===== src/sv/clta_pkg.sv =====
// Package for the processor-load threshold alarm.
// Widths, register indexes, event codes, sequencer states and constants.
// No dependencies; every other file takes names from here by scope.
`default_nettype none

package clta_pkg;

  localparam int TICK_W     = 64;
  localparam int DELTA_W    = 32;
  localparam int PCT_W      = 7;
  localparam int LVL_W      = 3;
  localparam int EV_W       = 3;
  localparam int PM_W       = 10;
  localparam int RUN_W      = 5;
  localparam int LIM_W      = 11;
  localparam int PROD_W     = 42;
  localparam int CNT_W      = 6;
  localparam int CFG_IDX_W  = 2;
  localparam int CFG_DATA_W = 7;

  // register indexes on the configuration port
  localparam logic [CFG_IDX_W-1:0] CFG_LOWER  = 2'd0;
  localparam logic [CFG_IDX_W-1:0] CFG_UPPER  = 2'd1;
  localparam logic [CFG_IDX_W-1:0] CFG_REPORT = 2'd2;
  localparam logic [CFG_IDX_W-1:0] CFG_ALARM  = 2'd3;

  // event codes on the result channel
  localparam logic [EV_W-1:0] EV_NONE    = 3'd0;
  localparam logic [EV_W-1:0] EV_RAISE   = 3'd1;
  localparam logic [EV_W-1:0] EV_CLEAR   = 3'd2;
  localparam logic [EV_W-1:0] EV_BLOCKED = 3'd3;
  localparam logic [EV_W-1:0] EV_IGNORED = 3'd4;

  localparam logic signed [RUN_W-1:0] SAMPLES_TO_ALARM = 5'sd3;
  localparam logic signed [RUN_W-1:0] RUN_IDLE         = -5'sd1;
  localparam logic signed [RUN_W-1:0] RUN_ONE          = 5'sd1;
  localparam logic signed [RUN_W-1:0] RUN_ZERO         = 5'sd0;

  localparam logic [PM_W-1:0]    PERMILLE_MAX = 10'd1000;
  localparam logic [PROD_W-1:0]  PROD_MAX     = 42'd1000;
  localparam logic [PM_W-1:0]    PM_SCALE     = 10'd1000;
  localparam logic [LIM_W-1:0]   PCT_SCALE    = 11'd10;
  localparam logic [PCT_W-1:0]   PCT_FULL     = 7'd100;
  localparam logic [CNT_W-1:0]   DIV_LAST     = CNT_W'(PROD_W - 1);

  localparam logic [PCT_W-1:0] LOWER_RESET  = 7'd0;
  localparam logic [PCT_W-1:0] UPPER_RESET  = 7'd100;
  localparam logic [LVL_W-1:0] REPORT_RESET = 3'd0;
  localparam logic [LVL_W-1:0] ALARM_RESET  = 3'd1;

  typedef enum logic [1:0] {
    ST_IDLE,
    ST_MUL,
    ST_DIV,
    ST_FIN
  } state_t;

endpackage

`default_nettype wire


===== src/sv/clta_in_if.sv =====
// Input channel of the load alarm: one tick snapshot per word.
// Depends on clta_pkg for the field widths.
`default_nettype none

interface clta_in_if;
  logic                        valid;
  logic                        ready;
  logic [clta_pkg::TICK_W-1:0] total_ticks;
  logic [clta_pkg::TICK_W-1:0] idle_ticks;

  modport source (output valid, output total_ticks, output idle_ticks, input ready);
  modport sink   (input valid, input total_ticks, input idle_ticks, output ready);
endinterface

`default_nettype wire


===== src/sv/clta_out_if.sv =====
// Result channel of the load alarm: event, busy share and run counter.
// Depends on clta_pkg for the field widths.
`default_nettype none

interface clta_out_if;
  logic                             valid;
  logic                             ready;
  logic [clta_pkg::EV_W-1:0]        event_res;
  logic [clta_pkg::PM_W-1:0]        busy_permille;
  logic signed [clta_pkg::RUN_W-1:0] run_count;

  modport source (output valid, output event_res, output busy_permille, output run_count,
                  input ready);
  modport sink   (input valid, input event_res, input busy_permille, input run_count,
                  output ready);
endinterface

`default_nettype wire


===== src/sv/cpu_load_threshold_alarm.sv =====
// Processor-load alarm with hysteresis and a persistence count.
// Depends on clta_pkg, clta_in_if and clta_out_if.
//
// Usage:
//   in_if carries cumulative total/idle tick snapshots; out_if returns one word per
//   snapshot: event code, busy share in thousandths and the run counter after it.
//   cfg_we/cfg_index/cfg_data write the lower/upper limits (percent) and the report
//   and alarm levels; write them only while no snapshot is in flight.
//   A sampled snapshot, once accepted, passes the busy*1000 product, then the
//   restoring subtract/compare unit (one quotient bit per cycle), then the limit
//   compare and counter update, which loads the result register. A snapshot that
//   is not sampled (limits disabled or invalid) goes straight to that final step.
//   A new snapshot is taken only once the last one has left the final step;
//   in_if.ready is high only while the sequencer is idle.
//   The result sits in an output register; a new snapshot may be accepted while
//   it waits. If the receiver stalls, the next result waits in the final step
//   until the register frees, so nothing is lost.
//   Reset (rst_n low, synchronous): snapshot cleared to zero, run counter -1,
//   registers to 0, 100, 0, 1, output empty.
`default_nettype none

module cpu_load_threshold_alarm (
  input  wire logic                              clk,
  input  wire logic                              rst_n,
  clta_in_if.sink                                in_if,
  clta_out_if.source                             out_if,
  input  wire logic                              cfg_we,
  input  wire logic [clta_pkg::CFG_IDX_W-1:0]    cfg_index,
  input  wire logic [clta_pkg::CFG_DATA_W-1:0]   cfg_data
);

  clta_pkg::state_t state_r, state_nxt;

  logic [clta_pkg::PCT_W-1:0] lower_r, upper_r;
  logic [clta_pkg::LVL_W-1:0] report_r, alarm_r;

  // only the low 32 bits of a snapshot ever reach the deltas
  logic [clta_pkg::DELTA_W-1:0] prev_total_r, prev_idle_r;
  logic [clta_pkg::DELTA_W-1:0] snap_total_r, snap_idle_r;
  logic signed [clta_pkg::RUN_W-1:0] over_run_r;

  logic [clta_pkg::DELTA_W-1:0] dt_r, busy_r, rem_r;
  logic [clta_pkg::PROD_W-1:0]  dq_r;
  logic [clta_pkg::CNT_W-1:0]   cnt_r;

  logic                               out_valid_r;
  logic [clta_pkg::EV_W-1:0]          out_ev_r;
  logic [clta_pkg::PM_W-1:0]          out_pm_r;
  logic signed [clta_pkg::RUN_W-1:0]  out_run_r;

  // handshakes
  logic in_fire, fin_load, sample_en, bad_limits;

  // delta path
  logic [clta_pkg::DELTA_W-1:0] dt_raw, di_raw;

  // subtract/compare unit
  logic [clta_pkg::DELTA_W:0]   rem_sh;
  logic                         rem_ge;
  logic [clta_pkg::DELTA_W:0]   rem_sub;

  // decision
  logic [clta_pkg::PM_W-1:0]          pm_q;
  logic [clta_pkg::LIM_W-1:0]         lo_lim, hi_lim, pm_ext;
  logic signed [clta_pkg::RUN_W-1:0]  run_new;
  logic                               raise, clear;
  logic [clta_pkg::EV_W-1:0]          ev_q;
  logic [clta_pkg::PM_W-1:0]          res_pm;
  logic signed [clta_pkg::RUN_W-1:0]  res_run, store_run;

  assign sample_en  = (lower_r != '0) && !bad_limits;
  assign bad_limits = (lower_r > clta_pkg::PCT_FULL) || (upper_r < lower_r);

  // ---------------- sequencer ----------------
  always_comb begin
    state_nxt = state_r;
    case (state_r)
      clta_pkg::ST_IDLE: begin
        if (in_fire) begin
          state_nxt = sample_en ? clta_pkg::ST_MUL : clta_pkg::ST_FIN;
        end
      end
      clta_pkg::ST_MUL: state_nxt = clta_pkg::ST_DIV;
      clta_pkg::ST_DIV: begin
        if (cnt_r == clta_pkg::DIV_LAST) state_nxt = clta_pkg::ST_FIN;
      end
      clta_pkg::ST_FIN: begin
        if (fin_load) state_nxt = clta_pkg::ST_IDLE;
      end
      default: state_nxt = clta_pkg::ST_IDLE;
    endcase
  end

  always_comb begin
    in_if.ready = (state_r == clta_pkg::ST_IDLE);
    fin_load    = (state_r == clta_pkg::ST_FIN) && (!out_valid_r || out_if.ready);
  end

  assign in_fire = in_if.valid && in_if.ready;

  always_ff @(posedge clk) begin
    if (!rst_n) begin
      state_r <= clta_pkg::ST_IDLE;
    end else begin
      state_r <= state_nxt;
    end
  end

  // ---------------- configuration ----------------
  always_ff @(posedge clk) begin
    if (!rst_n) begin
      lower_r  <= clta_pkg::LOWER_RESET;
      upper_r  <= clta_pkg::UPPER_RESET;
      report_r <= clta_pkg::REPORT_RESET;
      alarm_r  <= clta_pkg::ALARM_RESET;
    end else if (cfg_we) begin
      case (cfg_index)
        clta_pkg::CFG_LOWER:  lower_r  <= cfg_data;
        clta_pkg::CFG_UPPER:  upper_r  <= cfg_data;
        clta_pkg::CFG_REPORT: report_r <= cfg_data[clta_pkg::LVL_W-1:0];
        clta_pkg::CFG_ALARM:  alarm_r  <= cfg_data[clta_pkg::LVL_W-1:0];
        default: ;
      endcase
    end
  end

  // ---------------- datapath ----------------
  assign dt_raw = in_if.total_ticks[clta_pkg::DELTA_W-1:0] - prev_total_r;
  assign di_raw = in_if.idle_ticks[clta_pkg::DELTA_W-1:0] - prev_idle_r;

  assign rem_sh  = {rem_r, dq_r[clta_pkg::PROD_W-1]};
  assign rem_ge  = rem_sh >= {1'b0, dt_r};
  assign rem_sub = rem_sh - {1'b0, dt_r};

  always_ff @(posedge clk) begin
    case (state_r)
      clta_pkg::ST_IDLE: begin
        if (in_fire) begin
          snap_total_r <= in_if.total_ticks[clta_pkg::DELTA_W-1:0];
          snap_idle_r  <= in_if.idle_ticks[clta_pkg::DELTA_W-1:0];
          busy_r       <= dt_raw - di_raw;
          // an empty interval counts as one tick
          dt_r         <= (dt_raw == '0) ? clta_pkg::DELTA_W'(1) : dt_raw;
        end
      end
      clta_pkg::ST_MUL: begin
        dq_r  <= clta_pkg::PROD_W'(busy_r) * clta_pkg::PROD_W'(clta_pkg::PM_SCALE);
        rem_r <= '0;
        cnt_r <= '0;
      end
      clta_pkg::ST_DIV: begin
        // remainder stays below dt, so the low 32 bits hold it
        rem_r <= rem_ge ? rem_sub[clta_pkg::DELTA_W-1:0] : rem_sh[clta_pkg::DELTA_W-1:0];
        dq_r  <= {dq_r[clta_pkg::PROD_W-2:0], rem_ge};
        cnt_r <= cnt_r + 1'b1;
      end
      default: ;
    endcase
  end

  // ---------------- limit compare and run counter ----------------
  always_comb begin
    pm_q   = (dq_r > clta_pkg::PROD_MAX) ? clta_pkg::PERMILLE_MAX
                                         : dq_r[clta_pkg::PM_W-1:0];
    pm_ext = clta_pkg::LIM_W'(pm_q);
    lo_lim = clta_pkg::LIM_W'(lower_r) * clta_pkg::PCT_SCALE;
    hi_lim = clta_pkg::LIM_W'(upper_r) * clta_pkg::PCT_SCALE;

    run_new = over_run_r;
    if (pm_ext < hi_lim) begin
      if (pm_ext < lo_lim) begin
        run_new = clta_pkg::RUN_IDLE;
      end else if (over_run_r < clta_pkg::SAMPLES_TO_ALARM) begin
        run_new = clta_pkg::RUN_ZERO;
      end
    end else begin
      if (over_run_r < clta_pkg::RUN_ZERO) begin
        run_new = clta_pkg::RUN_ONE;
      end else if (over_run_r < clta_pkg::SAMPLES_TO_ALARM) begin
        run_new = over_run_r + clta_pkg::RUN_ONE;
      end
    end

    raise = (run_new >= clta_pkg::SAMPLES_TO_ALARM) &&
            (over_run_r < clta_pkg::SAMPLES_TO_ALARM);
    clear = (run_new < clta_pkg::RUN_ZERO) &&
            (over_run_r >= clta_pkg::SAMPLES_TO_ALARM);

    if (lower_r == '0) begin
      ev_q      = clta_pkg::EV_NONE;
      res_pm    = '0;
      store_run = clta_pkg::RUN_IDLE;
    end else if (bad_limits) begin
      ev_q      = clta_pkg::EV_IGNORED;
      res_pm    = '0;
      store_run = over_run_r;
    end else if (raise) begin
      ev_q      = (alarm_r > report_r) ? clta_pkg::EV_BLOCKED : clta_pkg::EV_RAISE;
      res_pm    = pm_q;
      // a blocked raise leaves the counter where it was
      store_run = (alarm_r > report_r) ? over_run_r : run_new;
    end else begin
      ev_q      = clear ? clta_pkg::EV_CLEAR : clta_pkg::EV_NONE;
      res_pm    = pm_q;
      store_run = run_new;
    end
    res_run = store_run;
  end

  always_ff @(posedge clk) begin
    if (!rst_n) begin
      over_run_r   <= clta_pkg::RUN_IDLE;
      prev_total_r <= '0;
      prev_idle_r  <= '0;
    end else if (fin_load) begin
      over_run_r <= store_run;
      if (sample_en) begin
        prev_total_r <= snap_total_r;
        prev_idle_r  <= snap_idle_r;
      end
    end
  end

  // ---------------- output register ----------------
  always_ff @(posedge clk) begin
    if (!rst_n) begin
      out_valid_r <= 1'b0;
    end else if (fin_load) begin
      out_valid_r <= 1'b1;
    end else if (out_if.ready) begin
      out_valid_r <= 1'b0;
    end
  end

  always_ff @(posedge clk) begin
    if (fin_load) begin
      out_ev_r  <= ev_q;
      out_pm_r  <= res_pm;
      out_run_r <= res_run;
    end
  end

  assign out_if.valid         = out_valid_r;
  assign out_if.event_res     = out_ev_r;
  assign out_if.busy_permille = out_pm_r;
  assign out_if.run_count     = out_run_r;

endmodule

`default_nettype wire

===== src/flat_wrapper.sv =====
// flat-port wrapper written by rule: the top's interface ports become plain ports
module cpu_load_threshold_alarm_flat 
  (clk, rst_n, cfg_we, cfg_index, cfg_data, in_if_valid, in_if_total_ticks, in_if_idle_ticks, in_if_ready, out_if_valid, out_if_event_res, out_if_busy_permille, out_if_run_count, out_if_ready);
  clta_in_if in_if_i ();
  clta_out_if out_if_i ();
  input  wire logic clk;
  input  wire logic rst_n;
  input  wire logic cfg_we;
  input  wire logic [clta_pkg::CFG_IDX_W-1:0] cfg_index;
  input  wire logic [clta_pkg::CFG_DATA_W-1:0] cfg_data;
  input wire logic [$bits(in_if_i.valid)-1:0] in_if_valid;
  input wire logic [$bits(in_if_i.total_ticks)-1:0] in_if_total_ticks;
  input wire logic [$bits(in_if_i.idle_ticks)-1:0] in_if_idle_ticks;
  output wire logic [$bits(in_if_i.ready)-1:0] in_if_ready;
  output wire logic [$bits(out_if_i.valid)-1:0] out_if_valid;
  output wire logic [$bits(out_if_i.event_res)-1:0] out_if_event_res;
  output wire logic [$bits(out_if_i.busy_permille)-1:0] out_if_busy_permille;
  output wire logic [$bits(out_if_i.run_count)-1:0] out_if_run_count;
  input wire logic [$bits(out_if_i.ready)-1:0] out_if_ready;
  assign in_if_i.valid = in_if_valid;
  assign in_if_i.total_ticks = in_if_total_ticks;
  assign in_if_i.idle_ticks = in_if_idle_ticks;
  assign in_if_ready = in_if_i.ready;
  assign out_if_valid = out_if_i.valid;
  assign out_if_event_res = out_if_i.event_res;
  assign out_if_busy_permille = out_if_i.busy_permille;
  assign out_if_run_count = out_if_i.run_count;
  assign out_if_i.ready = out_if_ready;
  cpu_load_threshold_alarm u_core (.clk(clk), .rst_n(rst_n), .in_if(in_if_i), .out_if(out_if_i), .cfg_we(cfg_we), .cfg_index(cfg_index), .cfg_data(cfg_data));
endmodule

===== config.mk =====
export PLATFORM = sky130hd
export DESIGN_NAME = cpu_load_threshold_alarm_flat
export DESIGN_NICKNAME = d
export VERILOG_FILES = /design/src/sv/clta_pkg.sv /design/src/sv/clta_in_if.sv /design/src/sv/clta_out_if.sv /design/src/sv/cpu_load_threshold_alarm.sv /design/src/flat_wrapper.sv
export SDC_FILE = /design/constraint.sdc
export NUM_CORES = 1
export LEC_CHECK = 0
export ABC_CLOCK_PERIOD_IN_PS = 7500
export BUFFER_PORTS_ARGS = -buffer_cell sky130_fd_sc_hd__buf_2
export CAP_MARGIN = 0
export CORE_MARGIN = 2
export CORE_UTILIZATION = 53
export CTS_BUF_LIST = sky130_fd_sc_hd__clkbuf_16
export DETAILED_ROUTE_END_ITERATION = 12
export PLACE_DENSITY_LB_ADDON = 0.2
export SLEW_MARGIN = 20
export SYNTH_ARGS = -nofsm -noshare
export SYNTH_HDL_FRONTEND = slang
export SYNTH_SLANG_ARGS = --single-unit

===== constraint.sdc =====
create_clock -name clk -period 7.5 [get_ports clk]
set_clock_uncertainty 0.2 [all_clocks]
set_input_delay 0.375 -clock clk [delete_from_list [all_inputs] [get_ports clk]]
set_output_delay 0.375 -clock clk [all_outputs]
set_load 0.03 [all_outputs]

# [Yosys cells after proc, flatten, opt, wreduce, memory -nomap -nowiden]
# Cells that the tools add are included.
# W data, S select, Z words.
[word_totals] ff_bits=318 word_cells=100
[op_classes] n_eq_ne=10 addsub=6 multipliers=3 reduce_logical=24 mux=25 n_lt_le_gt_ge=12
[op_table] op="$sub A32 B32 Y32" count=4
[op_table] op="$pmux W42 S2" count=1
[op_table] op="$pmux W32 S2" count=1
[op_table] op="$mux W5" count=9
[op_table] op="$gt A42 B10 Y1 const B" count=1
[op_table] op="$mul A32 B7 Y39 const B" count=1
[op_table] op="$ge A33 B32 Y1" count=1
[op_table] op="$logic_not A32 Y1" count=1
[op_table] op="$mux W32" count=1
[op_table] op="$lt A10 B11 Y1" count=2
[op_table] op="$mul A7 B3 Y10 const B" count=2
[op_table] op="$mux W2" count=6
[op_table] op="$pmux W6 S2" count=1
[op_table] op="$reduce_and A2 Y1" count=6
[op_table] op="$ge A5 B3 Y1 const B" count=2
[op_table] op="$lt A5 B1 Y1 const B" count=2
[op_table] op="$mux W10" count=1
[op_table] op="$eq A2 B2 Y1 const B" count=4
[op_table] op="$pmux W2 S4" count=1
[op_table] op="$gt A7 B7 Y1 const B" count=1
[op_table] op="$logic_not A7 Y1" count=1
[op_table] op="$lt A7 B7 Y1" count=1
[op_table] op="$reduce_bool A7 Y1" count=1
[op_table] op="$add A6 B1 Y6 const B" count=1
[op_table] op="16 further kinds" count=28

# [Depth between registers and ports, before layout]
[depth] depth_word=10 mapped_depth=23 mapped_depth_nobuf=23

# [Worst setup path before layout]
# Ideal clock, no wire load.
[synth_timing] kind="register to register" start="register u_core.busy_r[6] (netlist name)" end="register u_core.dq_r[41] (netlist name), data pin" path_stages_with_launch=16 required_time_ns=7.032 path_buffers=0 path_slack_ns=2.091 arrival_time_ns=4.941 path_cell_list="edfxtp_1 fa_1 fa_1 fa_1 fa_1 ha_1 and4_1 a211o_1 or3_1 o21a_1 o2111a_1 o211ai_1 a211oi_1 o311a_1 a21oi_1 o22ai_1"
[synth_between] elab_chain_cells=2
[synth_rtl] element="from (decl)" line="cpu_load_threshold_alarm.sv:42" rtl="logic [clta_pkg::DELTA_W-1:0] dt_r, busy_r, rem_r;"
[synth_rtl] element="from (signal assigned)" line="cpu_load_threshold_alarm.sv:141" rtl="busy_r <= dt_raw - di_raw;"
[synth_rtl] element="$mul A32 B7 Y39" line="cpu_load_threshold_alarm.sv:147" rtl="dq_r <= clta_pkg::PROD_W'(busy_r) * clta_pkg::PROD_W'(clta_pkg::PM_SCALE);"
[synth_rtl] element="$pmux W42 S2" line="cpu_load_threshold_alarm.sv:136" rtl="case (state_r)"
[synth_rtl] element="to (signal assigned)" line="cpu_load_threshold_alarm.sv:147"
[synth_rtl] element="to (signal assigned)" line="cpu_load_threshold_alarm.sv:154" rtl="dq_r <= {dq_r[clta_pkg::PROD_W-2:0], rem_ge};"
[synth_rtl] element="to (decl)" line="cpu_load_threshold_alarm.sv:43" rtl="logic [clta_pkg::PROD_W-1:0] dq_r;"
# No other way between the ends.
# A chain may end at the register's enable or synchronous reset.

# [Worst setup path in the final report]
[layout_timing] start="input in_if_total_ticks[0]" end="register u_core.busy_r[29] (netlist name), data pin"
[layout_between] elab_chain_cells=2
[layout_rtl] element="from (decl)" line="flat_wrapper.sv:12" rtl="input wire logic [$bits(in_if_i.total_ticks)-1:0] in_if_total_ticks;"
[layout_rtl] element="$sub A32 B32 Y32" line="cpu_load_threshold_alarm.sv:128" rtl="assign dt_raw = in_if.total_ticks[clta_pkg::DELTA_W-1:0] - prev_total_r;"
[layout_rtl] element="via u_core.dt_raw (one bit)" line="cpu_load_threshold_alarm.sv:55" rtl="logic [clta_pkg::DELTA_W-1:0] dt_raw, di_raw;"
[layout_rtl] element="$sub A32 B32 Y32" line="cpu_load_threshold_alarm.sv:141"
# The timed path passes the listed nets, and every way through them passes these cells.

==> flow_summary.json <==
{
  "layout_common_cells": "230 x nand2_1, 229 x ha_1, 226 x edfxtp_1",
  "critical_path_buf_inv_count": 4,
  "synth_edf_count": 226,
  "synth_fp_nets": 2806,
  "fin_crit_sh_pct": 86.2,
  "grt_usage_pct": 23.2,
  "holdBufCountCts": 76,
  "yosysWarnings": 0,
  "hold_class": "input pin to flip-flop",
  "cts_max_level": 2,
  "io_pins": 162,
  "cts_tree": "yes",
  "yosys.area.top_type": "edfxtp_1",
  "yosysSeqAreaShare_pct": 36.6,
  "max_freq_ghz": 0.155,
  "post_route_cells_drive_above_1_share_pct": 8.69,
  "crit_arrival_ns": 6.55,
  "area_delta_synth_final_pct": 13.1,
  "grt_pass1_vias": 17300,
  "async_reset_ff_share_pct": 0,
  "cp_slowest_stage_delay_ns": 0.57,
  "antenna_found_initial": 0,
  "cp_cell_sequence": "dlygate4sd3_1, buf_2, inv_1, ha_1, inv_1, fa_1, a211oi_1, o21ai_2, a41oi_4, o21ai_1, xor2_1, fa_1, ha_1, a21o_1, a21oi_1, o21ai_0, a211o_1, o211ai_1, o21ai_1, or4b_1, a31oi_1, a21oi_1, xor2_1",
  "grt_max_degree": 82,
  "ff2ff_path_depth": 20,
  "worstSetupEndpointType": "flip-flop",
  "period_needed_ns": 6.46,
  "synth_ff_type": "edfxtp_1",
  "grt_overflow_total": 0,
  "die-area_um2": 46200,
  "fin_setup_tns_ns": 0,
  "crit_family": "compound AO/OA/AOI/OAI gates",
  "drc_errors": 0,
  "worstSetupPathType": "input pin to flip-flop",
  "via_count": 17000,
  "rr_endpoint": "u_core.busy_r[29]$_DFFE_PP_",
  "drv_slew": 0,
  "synth-seq-cells": 318,
  "clock-sinks": 318,
  "r2r-start": "u_core.prev_total_r[0]$_SDFFE_PN0P_",
  "worstMarginPinSlew_ns": 1.03,
  "worstPathRequired_ns": 7.59,
  "routed_wl_um": 52900,
  "drt-initial-drc-count": 1008,
  "rsz0062_at_grt": "no",
  "post_cts_buffers": 0,
  "netlist_area_um2": 23600,
  "synthCells": 2280,
  "numCtsBuffers": 38,
  "clk_pin_slew_ns": 0.06,
  "portBuffers": 97,
  "cts_resized": 0,
  "maxCapViolCount": 0,
  "finalHoldViolCount": 0,
  "timing.reg2reg.setup_slack_ns": 1.30,
  "gp_congestion": 0.871,
  "coreArea_um2": 44000,
  "netlist-cell-type-count": 92,
  "wl_per_cell_um": 17.3,
  "setup_viol": 0,
  "ant_nets": 0,
  "max_slew_margin_pct": 31.3,
  "ys_top_cells_by_area": "edfxtp_1 29%, fa_1 13%, ha_1 12%",
  "antenna_cells": 0,
  "fill_cells": 3662,
  "dpl.hpwl_um": 39300,
  "grt_pass1_wl_um": 87200,
  "cts_buffer_depth": 3,
  "die_y_um": 215,
  "cpMaxStageDelayCell": "dlygate4sd3_1",
  "die_x_um": 215,
  "outcome": "completed",
  "final_nets": 2964,
  "routed_via_density": 5.56,
  "path_max_fanout": 5,
  "cts_root_buf": "clkbuf_16",
  "holdPathEnd": "u_core.alarm_r[2]$_SDFFE_PN0P_",
  "avgSynthCellArea_um2": 10.3,
  "final_common_cell": "nand2_1",
  "whs_path_depth": 4,
  "firstDrtPassIters": 5,
  "worstHoldStart": "cfg_index[1]",
  "clk_latency_ns": 0.55,
  "start_kind": "input pin",
  "rows": 77,
  "synth_top_area_share_pct": 28.8,
  "start_util_pct": 53.5
}
[sequential cells by signal, summed over array words and instances, names as in the netlist, 7 cells and up]
signal                       flops
u_core.upper_r                   7
u_core.snap_idle_r              32
u_core.rem_r                    32
u_core.prev_idle_r              32
u_core.dt_r                     32
u_core.busy_r                   32
u_core.prev_total_r             32
u_core.snap_total_r             32
u_core.dq_r                     42
u_core.out_if.busy_permille     10
u_core.lower_r                   7
[per-layer routing]
layer / track usage (%) / vias to the layer above / routed length [um]
li1: - / 8369 / -
met4: 7.08 / 0 / 1420
met2: 40.7 / 331 / 25700
met1: 30.0 / 8204 / 23800
met5: 0 / - / 0
met3: 2.92 / 83 / 1960
[cell families (layout without fill, tap and decap cells)]
logic type | after synthesis | count (layout) | share of synthesized area, %
AOI/OAI and AO/OA | 529 | 529 | 14.8
DFF | 318 | 318 | 36.6
and+or+nand+nor | 590 | 590 | 11.6
buffers and inverters | 265 | 449 | 4.23
muxes | 42 | 42 | 1.82
xor gates and xnor gates | 152 | 152 | 5.65
adders and majority gates | 384 | 384 | 25.3
[area by class of cell]
type / instances / area [um2] / share of cell area, %
Clock inverter: 25 / 208 / 0.780
Tap cell: 592 / 741 / 2.78
Sequential cell: 318 / 8630 / 32.4
Multi-Input combinational cell: 1697 / 14000 / 52.4
Clock buffer: 41 / 1030 / 3.85
Inverter: 202 / 758 / 2.85
Timing Repair Buffer: 181 / 1320 / 4.95
[per-stage QoR]
| stage | instances | hold slack (ns) | instance area [um2] | util (%) | setup WS (ns) |
|---|---|---|---|---|---|
| finish | 3056 | 0.121 | 26600 | 60.5 | 1.04 |
| global route | 3056 | 0.169 | 26600 | 60.5 | 0.767 |
| CTS | 3055 | 0.0912 | 26600 | 60.5 | 1.14 |
| detailed placement | 2913 | 0.247 | 24600 | 55.9 | 1.14 |
| global placement | 2913 | 0.242 | 24600 | 55.9 | 1.17 |
| floorplan | 2280 | 0.236 | 23600 | - | 2.09 |
[worst register-to-register path: cells and delay by family (launching register included)]
family	cells	cell delay, ns
AOI/OAI and AO/OA	12	2.85
adders and majority gates	4	1.49
xor gates and xnor gates	2	0.53
and+or+nand+nor	1	0.50
DFF	1	0.33
buffers and inverters	1	0.05
[cell usage after synthesis, drive strengths merged (4+ instances only)]
| cell type | number |
|---|---|
| ha | 231 |
| xnor2 | 97 |
| a21boi | 5 |
| dfxtp | 92 |
| or3 | 11 |
| clkbuf | 59 |
| and4 | 5 |
| o21bai | 10 |
| o41ai | 5 |
| buf | 4 |
| a21oi | 181 |
| o31ai | 9 |
| mux2 | 7 |
| a211o | 6 |
| o2111ai | 4 |
| nor2 | 147 |
| inv | 202 |
| o311a | 5 |
| a21o | 69 |
| o21ai | 105 |
| nand2b | 24 |
| and3 | 26 |
| nor2b | 15 |
| edfxtp | 226 |
| o22ai | 5 |
| a211oi | 23 |
| nand3 | 38 |
| nand2 | 231 |
| o211ai | 13 |
| o311ai | 4 |
| fa | 153 |
| nor3b | 5 |
| nor3 | 24 |
| a31o | 8 |
| a311oi | 5 |
| a31oi | 12 |
| and2 | 12 |
| mux2i | 35 |
| xor2 | 55 |
| nand4 | 17 |
| o21a | 25 |
| or2 | 11 |
| nor4 | 14 |
| o31a | 4 |
[worst max-delay path by stage]
stage / start / to / cells after the start
detailed placement: in_if_total_ticks[0] / u_core.busy_r[29]$_DFFE_PP_ / 22
CTS: in_if_total_ticks[0] / u_core.busy_r[29]$_DFFE_PP_ / 23
global route: in_if_total_ticks[0] / u_core.busy_r[29]$_DFFE_PP_ / 23
finish: in_if_total_ticks[0] / u_core.busy_r[29]$_DFFE_PP_ / 23
floorplan: u_core.busy_r[6]$_DFFE_PP_ / u_core.dq_r[41]$_DFFE_PP_ / 15
global placement: in_if_total_ticks[0] / u_core.busy_r[29]$_DFFE_PP_ / 22
Power is not shown: default switching activity piles up to over one toggle a cycle in this logic, so the estimate is an artifact.
